==> config.mk <==
export PLATFORM = sky130hd
export DESIGN_NAME = awb_gain_register_writer_unit
export DESIGN_NICKNAME = d
export VERILOG_FILES = /design/src/rtl/core/agrw_pkg.sv /design/src/rtl/core/awb_gain_register_writer_unit.sv /design/src/rtl/core/agrw_div.sv /design/src/rtl/core/agrw_calc.sv /design/src/rtl/core/agrw_queue.sv /design/src/rtl/core/agrw_emit.sv
export VERILOG_INCLUDE_DIRS = /design/src /design/src/rtl/core
export SDC_FILE = /design/constraint.sdc
export NUM_CORES = 1
export LEC_CHECK = 0
export BUFFER_PORTS_ARGS = -buffer_cell sky130_fd_sc_hd__buf_2
export CAP_MARGIN = 25
export CORE_ASPECT_RATIO = 0.75
export CORE_MARGIN = 2
export CORE_UTILIZATION = 40
export DETAILED_ROUTE_END_ITERATION = 8
export PLACE_DENSITY = 0.67
export SLEW_MARGIN = 10
export SYNTH_ARGS = -nofsm -noshare
export SYNTH_HDL_FRONTEND = slang
export SYNTH_HIERARCHICAL = 1
export SYNTH_SLANG_ARGS = --single-unit
==> constraint.sdc <==
create_clock -name clk -period 8.8 [get_ports clk]
set_input_delay 0.88 -clock clk [delete_from_list [all_inputs] [get_ports clk]]
set_output_delay 0.88 -clock clk [all_outputs]
set_load 0.03 [all_outputs]
==> src/rtl/core/awb_gain_register_writer_unit_assert.svh <==
// Assertion macros for the white-balance gain writer's record emitter.
`ifndef AWB_GAIN_REGISTER_WRITER_UNIT_ASSERT_SVH
`define AWB_GAIN_REGISTER_WRITER_UNIT_ASSERT_SVH
`ifndef SYNTHESIS
`define AGRW_ASSERT_IMPLIES(name, ante, cons) \
  name: assert property (@(posedge clk) disable iff (rst) (ante) |-> (cons)) \
    else $error("agrw assertion failed");
`define AGRW_ASSERT_NEXT(name, ante, cons) \
  name: assert property (@(posedge clk) disable iff (rst) (ante) |=> (cons)) \
    else $error("agrw assertion failed");
`else
`define AGRW_ASSERT_IMPLIES(name, ante, cons)
`define AGRW_ASSERT_NEXT(name, ante, cons)
`endif
`endif

==> src/rtl/core/agrw_pkg.sv <==
// Types and constants of the white-balance gain register writer.
package agrw_pkg;

  localparam int DVD_W       = 28;
  localparam int DIV_STEPS   = 4;
  localparam int DIV_CYCLES  = DVD_W / DIV_STEPS;
  localparam int DIV_CNT_W   = $clog2(DIV_CYCLES);

  localparam logic [15:0]      RATIO_ONE    = 16'd512;
  localparam logic [15:0]      GAIN_UNITY   = 16'h0100;
  localparam logic [15:0]      GOLDEN_RESET = 16'd512;
  localparam logic [DVD_W-1:0] UNITY_DVD    = 28'h0020000;

  localparam logic CFG_GOLDEN_RG = 1'b0;
  localparam logic CFG_GOLDEN_BG = 1'b1;

  localparam logic [15:0] ENABLE_ADDR    = 16'h3130;
  localparam logic [15:0] RED_HI_ADDR    = 16'h0210;
  localparam logic [15:0] RED_LO_ADDR    = 16'h0211;
  localparam logic [15:0] BLUE_HI_ADDR   = 16'h0212;
  localparam logic [15:0] BLUE_LO_ADDR   = 16'h0213;
  localparam logic [15:0] GREEN1_HI_ADDR = 16'h020E;
  localparam logic [15:0] GREEN1_LO_ADDR = 16'h020F;
  localparam logic [15:0] GREEN2_HI_ADDR = 16'h0214;
  localparam logic [15:0] GREEN2_LO_ADDR = 16'h0215;
  localparam logic [7:0]  ENABLE_DATA    = 8'h01;

  typedef struct packed {
    logic [15:0] measured_rg;
    logic [15:0] measured_bg;
  } meas_t;

  typedef struct packed {
    logic        status;
    logic [15:0] reg_addr;
    logic [7:0]  reg_data;
    logic        last;
  } wr_t;

  typedef struct packed {
    logic        err;
    logic [15:0] red;
    logic [15:0] green;
    logic [15:0] blue;
  } gain_rec_t;

  typedef struct packed {
    logic             start;
    logic [DVD_W-1:0] dividend;
    logic [15:0]      divisor;
  } div_req_t;

  typedef enum logic [2:0] {
    C_IDLE,
    C_RATIO,
    C_UNITY,
    C_CROSS,
    C_PUSH
  } calc_state_t;

  typedef enum logic [3:0] {
    STEP_ENABLE,
    STEP_RED_HI,
    STEP_RED_LO,
    STEP_BLUE_HI,
    STEP_BLUE_LO,
    STEP_GREEN1_HI,
    STEP_GREEN1_LO,
    STEP_GREEN2_HI,
    STEP_GREEN2_LO
  } step_t;

endpackage

==> src/rtl/core/awb_gain_register_writer_unit.sv <==
// Top level of the white-balance gain register writer.
//
//  channel | direction | handshake            | payload
//  meas    | in        | meas_valid/ready     | measured_rg, measured_bg
//  wr      | out       | wr_valid/ready       | status, reg_addr, reg_data, last
//  cfg     | in        | cfg_we               | cfg_index, cfg_data
//
// A full calculation runs three passes of the shared 4-bit-per-cycle dividers (ratios,
// unity gains, cross gain), plus entry and queue push. A zero measured ratio is screened
// before any division; a zero correction ratio after the ratio pass.
// Each record gives nine writes at one per cycle while wr_ready is high (one error write on a zero ratio),
// overlapped with the next calculation through the record queue.
// Reset is synchronous; no clearing pass. A stalled wr side backs up the queue, then meas.
module awb_gain_register_writer_unit #(
  parameter int QUEUE_DEPTH = 2
) (
  input  logic            clk,
  input  logic            rst,
  input  logic            meas_valid,
  output logic            meas_ready,
  input  agrw_pkg::meas_t meas,
  output logic            wr_valid,
  input  logic            wr_ready,
  output agrw_pkg::wr_t   wr,
  input  logic            cfg_we,
  input  logic            cfg_index,
  input  logic [15:0]     cfg_data
);
  import agrw_pkg::*;

  logic [15:0] golden_rg;
  logic [15:0] golden_bg;
  logic        q_full;
  logic        q_push;
  logic        q_empty;
  logic        q_pop;
  gain_rec_t   q_wdata;
  gain_rec_t   q_rdata;

  always_ff @(posedge clk) begin
    if (rst) begin
      golden_rg <= GOLDEN_RESET;
      golden_bg <= GOLDEN_RESET;
    end else if (cfg_we) begin
      unique case (cfg_index)
        CFG_GOLDEN_RG: golden_rg <= cfg_data;
        CFG_GOLDEN_BG: golden_bg <= cfg_data;
        default: begin
        end
      endcase
    end
  end

  agrw_calc u_calc (
    .clk        (clk),
    .rst        (rst),
    .meas_valid (meas_valid),
    .meas_ready (meas_ready),
    .meas       (meas),
    .golden_rg  (golden_rg),
    .golden_bg  (golden_bg),
    .q_full     (q_full),
    .q_push     (q_push),
    .q_wdata    (q_wdata)
  );

  agrw_queue #(
    .DEPTH (QUEUE_DEPTH)
  ) u_queue (
    .clk   (clk),
    .rst   (rst),
    .push  (q_push),
    .wdata (q_wdata),
    .full  (q_full),
    .pop   (q_pop),
    .rdata (q_rdata),
    .empty (q_empty)
  );

  agrw_emit u_emit (
    .clk      (clk),
    .rst      (rst),
    .q_empty  (q_empty),
    .q_pop    (q_pop),
    .q_rdata  (q_rdata),
    .wr_valid (wr_valid),
    .wr_ready (wr_ready),
    .wr       (wr)
  );

endmodule

==> src/rtl/core/agrw_div.sv <==
// Iterative restoring divider, four quotient bits per cycle, low 16 quotient bits kept.
module agrw_div (
  input  logic               clk,
  input  logic               rst,
  input  agrw_pkg::div_req_t req,
  output logic               done,
  output logic [15:0]        quotient
);
  import agrw_pkg::*;

  logic                 busy;
  logic [DIV_CNT_W-1:0] cnt;
  logic [15:0]          rem;
  logic [15:0]          rem_next;
  logic [DVD_W-1:0]     dvd;
  logic [DVD_W-1:0]     dvd_next;
  logic [15:0]          quo;
  logic [15:0]          quo_next;
  logic [15:0]          dsr;

  always_comb begin
    logic [16:0] trial;
    rem_next = rem;
    dvd_next = dvd;
    quo_next = quo;
    trial    = '0;
    for (int i = 0; i < DIV_STEPS; i++) begin
      trial    = {rem_next, dvd_next[DVD_W-1]};
      dvd_next = {dvd_next[DVD_W-2:0], 1'b0};
      if (trial >= {1'b0, dsr}) begin
        rem_next = 16'(trial - {1'b0, dsr});
        quo_next = {quo_next[14:0], 1'b1};
      end else begin
        rem_next = trial[15:0];
        quo_next = {quo_next[14:0], 1'b0};
      end
    end
  end

  always_ff @(posedge clk) begin
    if (rst) begin
      busy <= 1'b0;
      done <= 1'b0;
      cnt  <= '0;
    end else begin
      done <= 1'b0;
      if (req.start) begin
        busy <= 1'b1;
        cnt  <= '0;
      end else if (busy) begin
        cnt <= cnt + 1'b1;
        if (cnt == DIV_CNT_W'(DIV_CYCLES - 1)) begin
          busy <= 1'b0;
          done <= 1'b1;
        end
      end
    end
  end

  always_ff @(posedge clk) begin
    if (req.start) begin
      rem <= '0;
      dvd <= req.dividend;
      quo <= '0;
      dsr <= req.divisor;
    end else if (busy) begin
      rem <= rem_next;
      dvd <= dvd_next;
      quo <= quo_next;
    end
  end

  assign quotient = quo;

endmodule

==> src/rtl/core/agrw_calc.sv <==
// Front end: takes measurements, screens zero ratios and works out the three gains.
module agrw_calc (
  input  logic                clk,
  input  logic                rst,
  input  logic                meas_valid,
  output logic                meas_ready,
  input  agrw_pkg::meas_t     meas,
  input  logic [15:0]         golden_rg,
  input  logic [15:0]         golden_bg,
  input  logic                q_full,
  output logic                q_push,
  output agrw_pkg::gain_rec_t q_wdata
);
  import agrw_pkg::*;

  calc_state_t state;
  calc_state_t state_next;
  logic        hold_valid;
  meas_t       hold;
  logic        hold_pop;
  div_req_t    req_a;
  div_req_t    req_b;
  logic        done_a;
  logic        done_b;
  logic [15:0] q_a;
  logic [15:0] q_b;
  logic [15:0] ratio_r;
  logic [15:0] ratio_b;
  logic [15:0] gain_red;
  logic [15:0] gain_green;
  logic [15:0] gain_blue;
  logic        err;
  logic        use_r;
  logic        meas_zero;
  logic        ratio_zero;
  logic        both_high;
  logic        pick_r;

  agrw_div u_div_a (.clk(clk), .rst(rst), .req(req_a), .done(done_a), .quotient(q_a));
  agrw_div u_div_b (.clk(clk), .rst(rst), .req(req_b), .done(done_b), .quotient(q_b));

  assign meas_ready = !hold_valid;
  assign meas_zero  = (hold.measured_rg == '0) || (hold.measured_bg == '0);
  assign ratio_zero = (q_a == '0) || (q_b == '0);
  assign both_high  = (q_a >= RATIO_ONE) && (q_b >= RATIO_ONE);
  assign pick_r     = (ratio_r < RATIO_ONE) && ((ratio_b >= RATIO_ONE) || (q_a >= q_b));

  always_ff @(posedge clk) begin
    if (rst) begin
      hold_valid <= 1'b0;
    end else if (meas_valid && meas_ready) begin
      hold_valid <= 1'b1;
    end else if (hold_pop) begin
      hold_valid <= 1'b0;
    end
  end

  always_ff @(posedge clk) begin
    if (meas_valid && meas_ready) begin
      hold <= meas;
    end
  end

  always_comb begin
    state_next = state;
    unique case (state)
      C_IDLE: begin
        if (hold_valid) begin
          state_next = meas_zero ? C_PUSH : C_RATIO;
        end
      end
      C_RATIO: begin
        if (done_a && done_b) begin
          state_next = (ratio_zero || both_high) ? C_PUSH : C_UNITY;
        end
      end
      C_UNITY: begin
        if (done_a) begin
          state_next = C_CROSS;
        end
      end
      C_CROSS: begin
        if (done_a) begin
          state_next = C_PUSH;
        end
      end
      C_PUSH: begin
        if (!q_full) begin
          state_next = C_IDLE;
        end
      end
      default: state_next = C_IDLE;
    endcase
  end

  always_comb begin
    hold_pop = 1'b0;
    q_push   = 1'b0;
    req_a    = '0;
    req_b    = '0;
    unique case (state)
      C_IDLE: begin
        hold_pop       = hold_valid;
        req_a.start    = hold_valid && !meas_zero;
        req_a.dividend = {3'b000, golden_rg, 9'b0};
        req_a.divisor  = hold.measured_rg;
        req_b.start    = hold_valid && !meas_zero;
        req_b.dividend = {3'b000, golden_bg, 9'b0};
        req_b.divisor  = hold.measured_bg;
      end
      C_RATIO: begin
        req_a.start    = done_a && done_b && !ratio_zero && !both_high;
        req_a.dividend = UNITY_DVD;
        req_a.divisor  = q_a;
        req_b.start    = done_a && done_b && !ratio_zero && !both_high;
        req_b.dividend = UNITY_DVD;
        req_b.divisor  = q_b;
      end
      C_UNITY: begin
        req_a.start    = done_a;
        req_a.dividend = pick_r ? {4'b0000, ratio_b, 8'b0} : {4'b0000, ratio_r, 8'b0};
        req_a.divisor  = pick_r ? ratio_r : ratio_b;
      end
      C_CROSS: begin
      end
      C_PUSH: begin
        q_push = !q_full;
      end
      default: begin
      end
    endcase
  end

  always_ff @(posedge clk) begin
    if (rst) begin
      state <= C_IDLE;
    end else begin
      state <= state_next;
    end
  end

  always_ff @(posedge clk) begin
    case (state)
      C_IDLE: begin
        if (hold_valid) begin
          err <= meas_zero;
        end
      end
      C_RATIO: begin
        if (done_a && done_b) begin
          ratio_r    <= q_a;
          ratio_b    <= q_b;
          err        <= ratio_zero;
          gain_red   <= {1'b0, q_a[15:1]};
          gain_green <= GAIN_UNITY;
          gain_blue  <= {1'b0, q_b[15:1]};
        end
      end
      C_UNITY: begin
        if (done_a) begin
          use_r <= pick_r;
          if (pick_r) begin
            gain_red   <= GAIN_UNITY;
            gain_green <= q_a;
          end else begin
            gain_blue  <= GAIN_UNITY;
            gain_green <= q_b;
          end
        end
      end
      C_CROSS: begin
        if (done_a) begin
          if (use_r) begin
            gain_blue <= q_a;
          end else begin
            gain_red <= q_a;
          end
        end
      end
      default: begin
      end
    endcase
  end

  assign q_wdata = '{err: err, red: gain_red, green: gain_green, blue: gain_blue};

endmodule

==> src/rtl/core/agrw_queue.sv <==
// Small queue of gain records between the calculator and the write sequencer.
module agrw_queue #(
  parameter int DEPTH = 2
) (
  input  logic                clk,
  input  logic                rst,
  input  logic                push,
  input  agrw_pkg::gain_rec_t wdata,
  output logic                full,
  input  logic                pop,
  output agrw_pkg::gain_rec_t rdata,
  output logic                empty
);
  import agrw_pkg::*;

  localparam int PTR_W = $clog2(DEPTH);
  localparam int CNT_W = $clog2(DEPTH + 1);

  gain_rec_t        mem [DEPTH];
  logic [PTR_W-1:0] wr_ptr;
  logic [PTR_W-1:0] rd_ptr;
  logic [CNT_W-1:0] count;

  assign full  = (count == CNT_W'(DEPTH));
  assign empty = (count == '0);
  assign rdata = mem[rd_ptr];

  always_ff @(posedge clk) begin
    if (rst) begin
      wr_ptr <= '0;
      rd_ptr <= '0;
      count  <= '0;
    end else begin
      if (push) begin
        wr_ptr <= (wr_ptr == PTR_W'(DEPTH - 1)) ? '0 : wr_ptr + 1'b1;
      end
      if (pop) begin
        rd_ptr <= (rd_ptr == PTR_W'(DEPTH - 1)) ? '0 : rd_ptr + 1'b1;
      end
      case ({push, pop})
        2'b10:   count <= count + 1'b1;
        2'b01:   count <= count - 1'b1;
        default: count <= count;
      endcase
    end
  end

  always_ff @(posedge clk) begin
    if (push) begin
      mem[wr_ptr] <= wdata;
    end
  end

endmodule

==> src/rtl/core/agrw_emit.sv <==
// Back end: turns each gain record into its run of sensor register writes.
`include "awb_gain_register_writer_unit_assert.svh"
module agrw_emit (
  input  logic                clk,
  input  logic                rst,
  input  logic                q_empty,
  output logic                q_pop,
  input  agrw_pkg::gain_rec_t q_rdata,
  output logic                wr_valid,
  input  logic                wr_ready,
  output agrw_pkg::wr_t       wr
);
  import agrw_pkg::*;

  logic      active;
  step_t     step;
  gain_rec_t rec;
  wr_t       item_next;
  logic      is_last;
  logic      advance;

  assign is_last = rec.err || (step == STEP_GREEN2_LO);
  assign advance = active && (!wr_valid || wr_ready);
  assign q_pop   = !q_empty && (!active || (advance && is_last));

  always_comb begin
    item_next = '0;
    if (rec.err) begin
      item_next.status = 1'b1;
      item_next.last   = 1'b1;
    end else begin
      unique case (step)
        STEP_ENABLE: begin
          item_next.reg_addr = ENABLE_ADDR;
          item_next.reg_data = ENABLE_DATA;
        end
        STEP_RED_HI: begin
          item_next.reg_addr = RED_HI_ADDR;
          item_next.reg_data = rec.red[15:8];
        end
        STEP_RED_LO: begin
          item_next.reg_addr = RED_LO_ADDR;
          item_next.reg_data = rec.red[7:0];
        end
        STEP_BLUE_HI: begin
          item_next.reg_addr = BLUE_HI_ADDR;
          item_next.reg_data = rec.blue[15:8];
        end
        STEP_BLUE_LO: begin
          item_next.reg_addr = BLUE_LO_ADDR;
          item_next.reg_data = rec.blue[7:0];
        end
        STEP_GREEN1_HI: begin
          item_next.reg_addr = GREEN1_HI_ADDR;
          item_next.reg_data = rec.green[15:8];
        end
        STEP_GREEN1_LO: begin
          item_next.reg_addr = GREEN1_LO_ADDR;
          item_next.reg_data = rec.green[7:0];
        end
        STEP_GREEN2_HI: begin
          item_next.reg_addr = GREEN2_HI_ADDR;
          item_next.reg_data = rec.green[15:8];
        end
        STEP_GREEN2_LO: begin
          item_next.reg_addr = GREEN2_LO_ADDR;
          item_next.reg_data = rec.green[7:0];
          item_next.last     = 1'b1;
        end
        default: item_next = '0;
      endcase
    end
  end

  always_ff @(posedge clk) begin
    if (rst) begin
      active   <= 1'b0;
      step     <= STEP_ENABLE;
      wr_valid <= 1'b0;
    end else begin
      if (q_pop) begin
        active <= 1'b1;
        step   <= STEP_ENABLE;
      end else if (advance && is_last) begin
        active <= 1'b0;
      end else if (advance) begin
        step <= step_t'(step + 4'd1);
      end
      if (advance) begin
        wr_valid <= 1'b1;
      end else if (wr_ready) begin
        wr_valid <= 1'b0;
      end
    end
  end

  always_ff @(posedge clk) begin
    if (q_pop) begin
      rec <= q_rdata;
    end
    if (advance) begin
      wr <= item_next;
    end
  end

  `AGRW_ASSERT_IMPLIES(a_error_is_last, wr_valid && wr.status, wr.last)
  `AGRW_ASSERT_IMPLIES(a_last_at_green2, wr_valid && wr.last && !wr.status, wr.reg_addr == GREEN2_LO_ADDR)
  `AGRW_ASSERT_NEXT(a_run_continues, wr_valid && wr_ready && !wr.last, active || wr_valid)

endmodule
# Yosys cells after proc, flatten, opt, wreduce, memory -nomap -nowiden
# Memories as Yosys holds them, arrays and structs flattened. A register that Yosys moved wholly into a read port is not among the register bits.
# Cells that the tools add are included.
# totals
mem_count	1
reg_bits	348
input_bits	54
out_inout_bits	28
mem_bits_rw	98
# memory_table
name	words	word_bits	rd	rd_clocked_by_memory_dff	write_ports	line	source
u_queue.mem	2	49	1	1	1	agrw_queue.sv:19	gain_rec_t mem [DEPTH];
# op_classes
reduce_logical	56
eq_ne	26
bitwise_logic	4
order_cmp	13
add_sub_neg	15
mux	75
# ops
cell	count
$mux 16	22
$pmux 22 s9	1
$ge 17x16->1	8
$pmux 45 s3	1
$sub 16x16->16	8
$mux 28	4
$pmux 16 s3	2
$pmux 45 s2	1
$logic_not 16->1	4
$ge 16x10->1 const B	3
$mux 1	32
$pmux 16 s2	1
$mux 24	1
$mux 3	7
$eq 4x3->1 const B	4
$ge 16x16->1	1
$lt 16x10->1 const B	1
$reduce_bool 2->1	8
$pmux 3 s5	1
$reduce_and 6->1	2
$logic_and 1x1->1	10
$ne 2x2->1 const B	5
$reduce_and 2->1	5
$eq 3x3->1 const B	3
other kinds (26)	54

# Depth between registers and ports, before layout
# logic_depth
word_depth	8
depth_mapped	48
depth_no_buf	45

# Hierarchy
# Netlist, hierarchy kept.
# by_module_without_submodules
mod	instances	cells_per_inst	area_each_um2
agrw_div	2	745	6790.3
agrw_calc	1	532	6164.7
agrw_queue	1	174	3729.8
agrw_emit	1	204	2914.0
awb_gain_register_writer_unit	1	125	1353.8

# Worst setup path before layout
# No wires, ideal clock.
# synth_timing
path_kind	register -> register
startpoint	reg u_calc.u_div_a.dsr[1]
endpoint	reg u_calc.u_div_a.rem[12]
t_required_ns	8.680
path_slack_ns	-0.729
stages_incl_launch_ff	47
setup_ns	0.120
period_less_slack_ns	9.529
arrival_ns	9.409
path_cell_list	edfxtp_1 > inv_1 > ha_1 > nor2b_1 > o2111ai_2 > a31oi_4 > o211ai_2 > a31o_2 > buf_2 > buf_2 > mux2_2 > ha_1 > o211a_1 > o31ai_2 > a21oi_1 > a22oi_1 > a22oi_1 > a211oi_2 > [11 not listed] > a41o_1 > a221oi_1 > clkbuf_1 > a21oi_1 > a21oi_1 > inv_1 > ha_1 > nor2b_1 > o21ai_0 > a21oi_1 > o21ai_1 > a211oi_1 > o21ai_1 > a21oi_1 > a311oi_1 > o31a_1 > a211oi_1 > a211o_1
# synth_between
elab_chain_cells	8
word_cells_on_any_way	12
# synth_rtl
element	line	source
start: declaration	agrw_div.sv:19	logic [15:0] dsr;
start signal: assignment	agrw_div.sv:65	dsr <= req.divisor;
$sub 16x16->16 / $ge 17x16->1 (equally long branches)	agrw_div.sv:31, agrw_div.sv:30	
$mux 16	agrw_div.sv:30	if (trial >= {1'b0, dsr}) begin
$sub 16x16->16 / $ge 17x16->1 (equally long branches)	agrw_div.sv:31, agrw_div.sv:30	
$mux 16	agrw_div.sv:30	
$sub 16x16->16 / $ge 17x16->1 (equally long branches)	agrw_div.sv:31, agrw_div.sv:30	
$mux 16	agrw_div.sv:30	
$sub 16x16->16 / $ge 17x16->1 (equally long branches)	agrw_div.sv:31, agrw_div.sv:30	
$mux 16 *	agrw_div.sv:30	
end signal: assignment	agrw_div.sv:67	rem <= rem_next;
end: declaration	agrw_div.sv:13	logic [15:0] rem;
# Every way passes the cells marked *; elsewhere a longest branch is shown, timed or not.
# A chain may end at the register's enable or synchronous reset.

# Worst setup path in the final report
# layout_timing
startpoint	reg u_calc.u_div_a.dsr[14]
endpoint	reg u_calc.u_div_a.rem[6]
# layout_between
elab_chain_cells	8
word_cells_on_any_way	12
# layout_rtl
element	line
$sub 16x16->16 / $ge 17x16->1 (equally long branches)	agrw_div.sv:31, agrw_div.sv:30
$mux 16	agrw_div.sv:30
$sub 16x16->16 / $ge 17x16->1 (equally long branches)	agrw_div.sv:31, agrw_div.sv:30
$mux 16	agrw_div.sv:30
$ge 17x16->1 / $sub 16x16->16 (equally long branches)	agrw_div.sv:30, agrw_div.sv:31
$mux 16	agrw_div.sv:30
$sub 16x16->16 / $ge 17x16->1 (equally long branches)	agrw_div.sv:31, agrw_div.sv:30
$mux 16 *	agrw_div.sv:30
# Marks and branches as above.

==> impl_metrics.yaml <==
cells_and_area:
  num_antenna_cells: 0
  multi_input_area_sq_mm: 0.0144
  seqCellArea_sq_mm: 0.0134
  syn2layout_area_growth_pct: 24.4
  final_nets: 3137
  fillers: 5953
  layout-drive-gt1-share_pct: 31.1
  final_area_sq_mm: 0.0345
  final_common_cell: "edfxtp_1"
  final_cells: 3853
  final_cell_mix: "366 x edfxtp_1, 358 x buf_4, 153 x nand2_1"
critical_path:
  reg2reg_slack_ns: 0.22
  cp_slowest_cell: "edfxtp_1"
  cp.arrival_ns: 9.04
  reg2reg_depth: 42
  r2r-end: "u_calc/u_div_a/rem[6]"
  crit_path_frequent_cell: "a21oi_2"
  cp-start-kind: "flop"
  r2r-start: "u_calc/u_div_a/dsr[14]"
  max_stage_delay_ns: 0.42
  crit_fanout: 9
  critPathRequiredTime_ns: 9.26
  endpoint_kind: "flop"
  crit_type: "flop to flop"
detailed_routing:
  wl_met3_um: 9380
  postRouteAntennaNets: 0
  top_layer_used: "met4"
  via_per_inst: 5.75
  drc: 0
  met1Wirelength_um: 38300
  drt-initial-drc-count: 2568
  wl_per_cell_um: 21.8
  wl_um: 84100
  dr.pass1.iters: 6
  vias: 22200
  wl_met2_um: 34400
logic_synthesis:
  ys.flop_type: "edfxtp_1"
  synthTopCellsByArea: "edfxtp_1 40%, dfxtp_1 8.7%, ha_1 6.9%, mux2_2 5.1%, a21oi_1 2.9%"
  synth.distinct_cells: 89
  async_flop_share_pct: 0
  yosysWarnings: 6
  netlist_area_sq_mm: 0.0277
  ys_ff_latch: 487
  synth_top_area_share_pct: 39.6
  synth_edf_count: 366
  synthCells: 2525
  yosysSeqAreaShare_pct: 48.3
  avgSynthCellArea_sq_um: 11.0
  synth_top_cell_by_area: "edfxtp_1"
global_routing:
  antenna_found_initial: 1
  grt_pass1_wl_um: 125000
  grt_max_degree: 86
  grt_use_total_pct: 22.7
  overflow: 0
  grt_pass1_vias: 21000
clocking:
  cts_tree: "done"
  cts_root_buf: "clkbuf_16"
  clock_latency_ns: 0.60
  numCtsBuffers: 47
  clockBufferDepth: 3
  ctsHtreeMaxLevel: 2
  cts.reportedPaths.clkPinSlew_ns: 0.07
  clock_sinks: 487
timing:
  slew_headroom_pct: 28.8
  fin_skew_ns: 0.0282
  hold_ws_ns: 0.444
  setup_ws_ns: 0.216
  slew_violations: 0
  min_period_ns: 8.58
  hold_viol: 0
  rsz0062_at_grt: "yes"
  period_share_pct: 97.5
  setup_viol: 0
  fmax_mhz: 116
  tightest_slew_ns: 1.04
floorplanning:
  io_pins: 82
  rows: 83
  core-area_sq_mm: 0.0685
  die_w_um: 308
  die_y_um: 232
  initial_core_util_pct: 40.5
  dieArea_sq_mm: 0.0715
placement:
  place_ws_ns: -0.316
  dp_hpwl_um: 61300
  gp_congestion: 0.950
  place_area_sq_mm: 0.0312
  placed_cells: 3698
  portBuffers: 75
outcome:
  status: "complete, no violations"
min_path:
  hold_class: "flop to flop"
  hold_start: "u_calc/gain_red[3]"
  hold_depth: 0
  min_to: "u_queue/mem[1][35]"
flow_run:
  drv_cap: 0
[registers in the layout, summed over array words and instances, names as in the netlist, 17 cells and up, named ones only]
register and count:
u_calc/hold 32, u_queue/mem 98, u_calc/u_div_a/dvd 28, u_emit/rec 49
u_calc/u_div_b/dvd 28, u_emit/wr 17
[worst max path at each step]
stage / from / end / slack [ns] / depth (start not counted)
finish: u_calc/u_div_a/dsr[14] / u_calc/u_div_a/rem[6] / 0.22 / 42
global route: u_calc/u_div_b/dvd[27] / u_calc/u_div_b/rem[5] / -0.17 / 46
CTS: u_calc/u_div_a/dsr[9] / u_calc/u_div_a/rem[3] / 0.003 / 46
detailed placement: u_calc/u_div_a/dvd[27] / u_calc/u_div_a/rem[9] / -0.32 / 46
global placement: u_calc/u_div_a/dvd[27] / u_calc/u_div_a/rem[9] / -0.08 / 43
floorplan: u_calc/u_div_a/dsr[1] / u_calc/u_div_a/rem[12] / 0.01 / 47
[cell families (layout without fill, tap and decap cells)]
logic type,after synthesis,after routing,synth area share [%]
DFF,487,487,48.3
adders and majority gates,161,161,7.48
AOI/OAI and AO/OA,626,627,15.9
and+or+nand+nor,650,650,11.9
xor gates and xnor gates,108,108,3.41
buffers and inverters,280,688,4.70
muxes,211,211,8.28
other,2,29,0.0271
[what timing repair did]
| action | 4_1_cts | 5_1_grt |
|---|---|---|
| buffers inserted | 14 | 51 |
| setup endpoints to repair | 34 | 34 |
| pin swaps | 16 | 95 |
| resized for setup | 35 | 223 |
| gates cloned | 0 | 2 |
| hold buffers | 0 | 0 |
[synthesized netlist by cell type (16+ instances only)]
master    instances
edfxtp_1        366
a21oi_1         160
nand2_1         158
ha_1            153
nor2_1          152
inv_1           139
mux2_2          125
dfxtp_1         121
mux2i_1          80
o21ai_0          77
xnor2_1          64
nand2b_1         60
clkbuf_1         57
nor3_1           47
a21o_1           46
nand3_1          46
o211ai_1         45
a22o_1           44
xor2_1           44
and2_1           36
buf_4            36
nand4_1          35
a22oi_1          33
nor2b_1          33
o21ai_1          29
o21a_1           22
a211oi_1         19
buf_2            19
a31oi_1          17
buf_1            17
nor4_1           16
[critical path: cells and delay by family (launching register included)]
| kind | cells | cell delay [ns] |
|---|---|---|
| AO/OA/AOI/OAI | 22 | 4.27 |
| AND/OR/NAND/NOR | 8 | 1.37 |
| adder cells (fa/ha/maj) | 4 | 1.09 |
| buffers and inverters | 7 | 1.04 |
| flip-flops | 1 | 0.42 |
| multiplexers | 1 | 0.25 |
[routing by layer]
layer,track usage (%),vias to the layer above
met5,0,-
met4,5.88,0
met3,5.66,139
met2,31.4,1068
met1,34.7,10800
li1,-,10100
[through the flow]
step / setup TNS [ns] / utilization (%)
global route: -3.22 / 50.4
CTS: 0 / 48.2
finish: 0 / 50.4
detailed placement: -7.78 / 45.5
floorplan: 0 / -
global placement: -0.910 / 45.4
[area by class of cell]
cell class                      instances  area share (%)
Inverter                              140            1.54
Sequential cell                       487            38.9
Multi-Input combinational cell       1786            41.7
Clock buffer                           56            3.56
Tap cell                              892            3.23
Timing Repair Buffer                  460            9.97
Clock inverter                         32            1.08
Power is not shown: default switching activity piles up to over one toggle a cycle in this logic, so the estimate is an artifact.
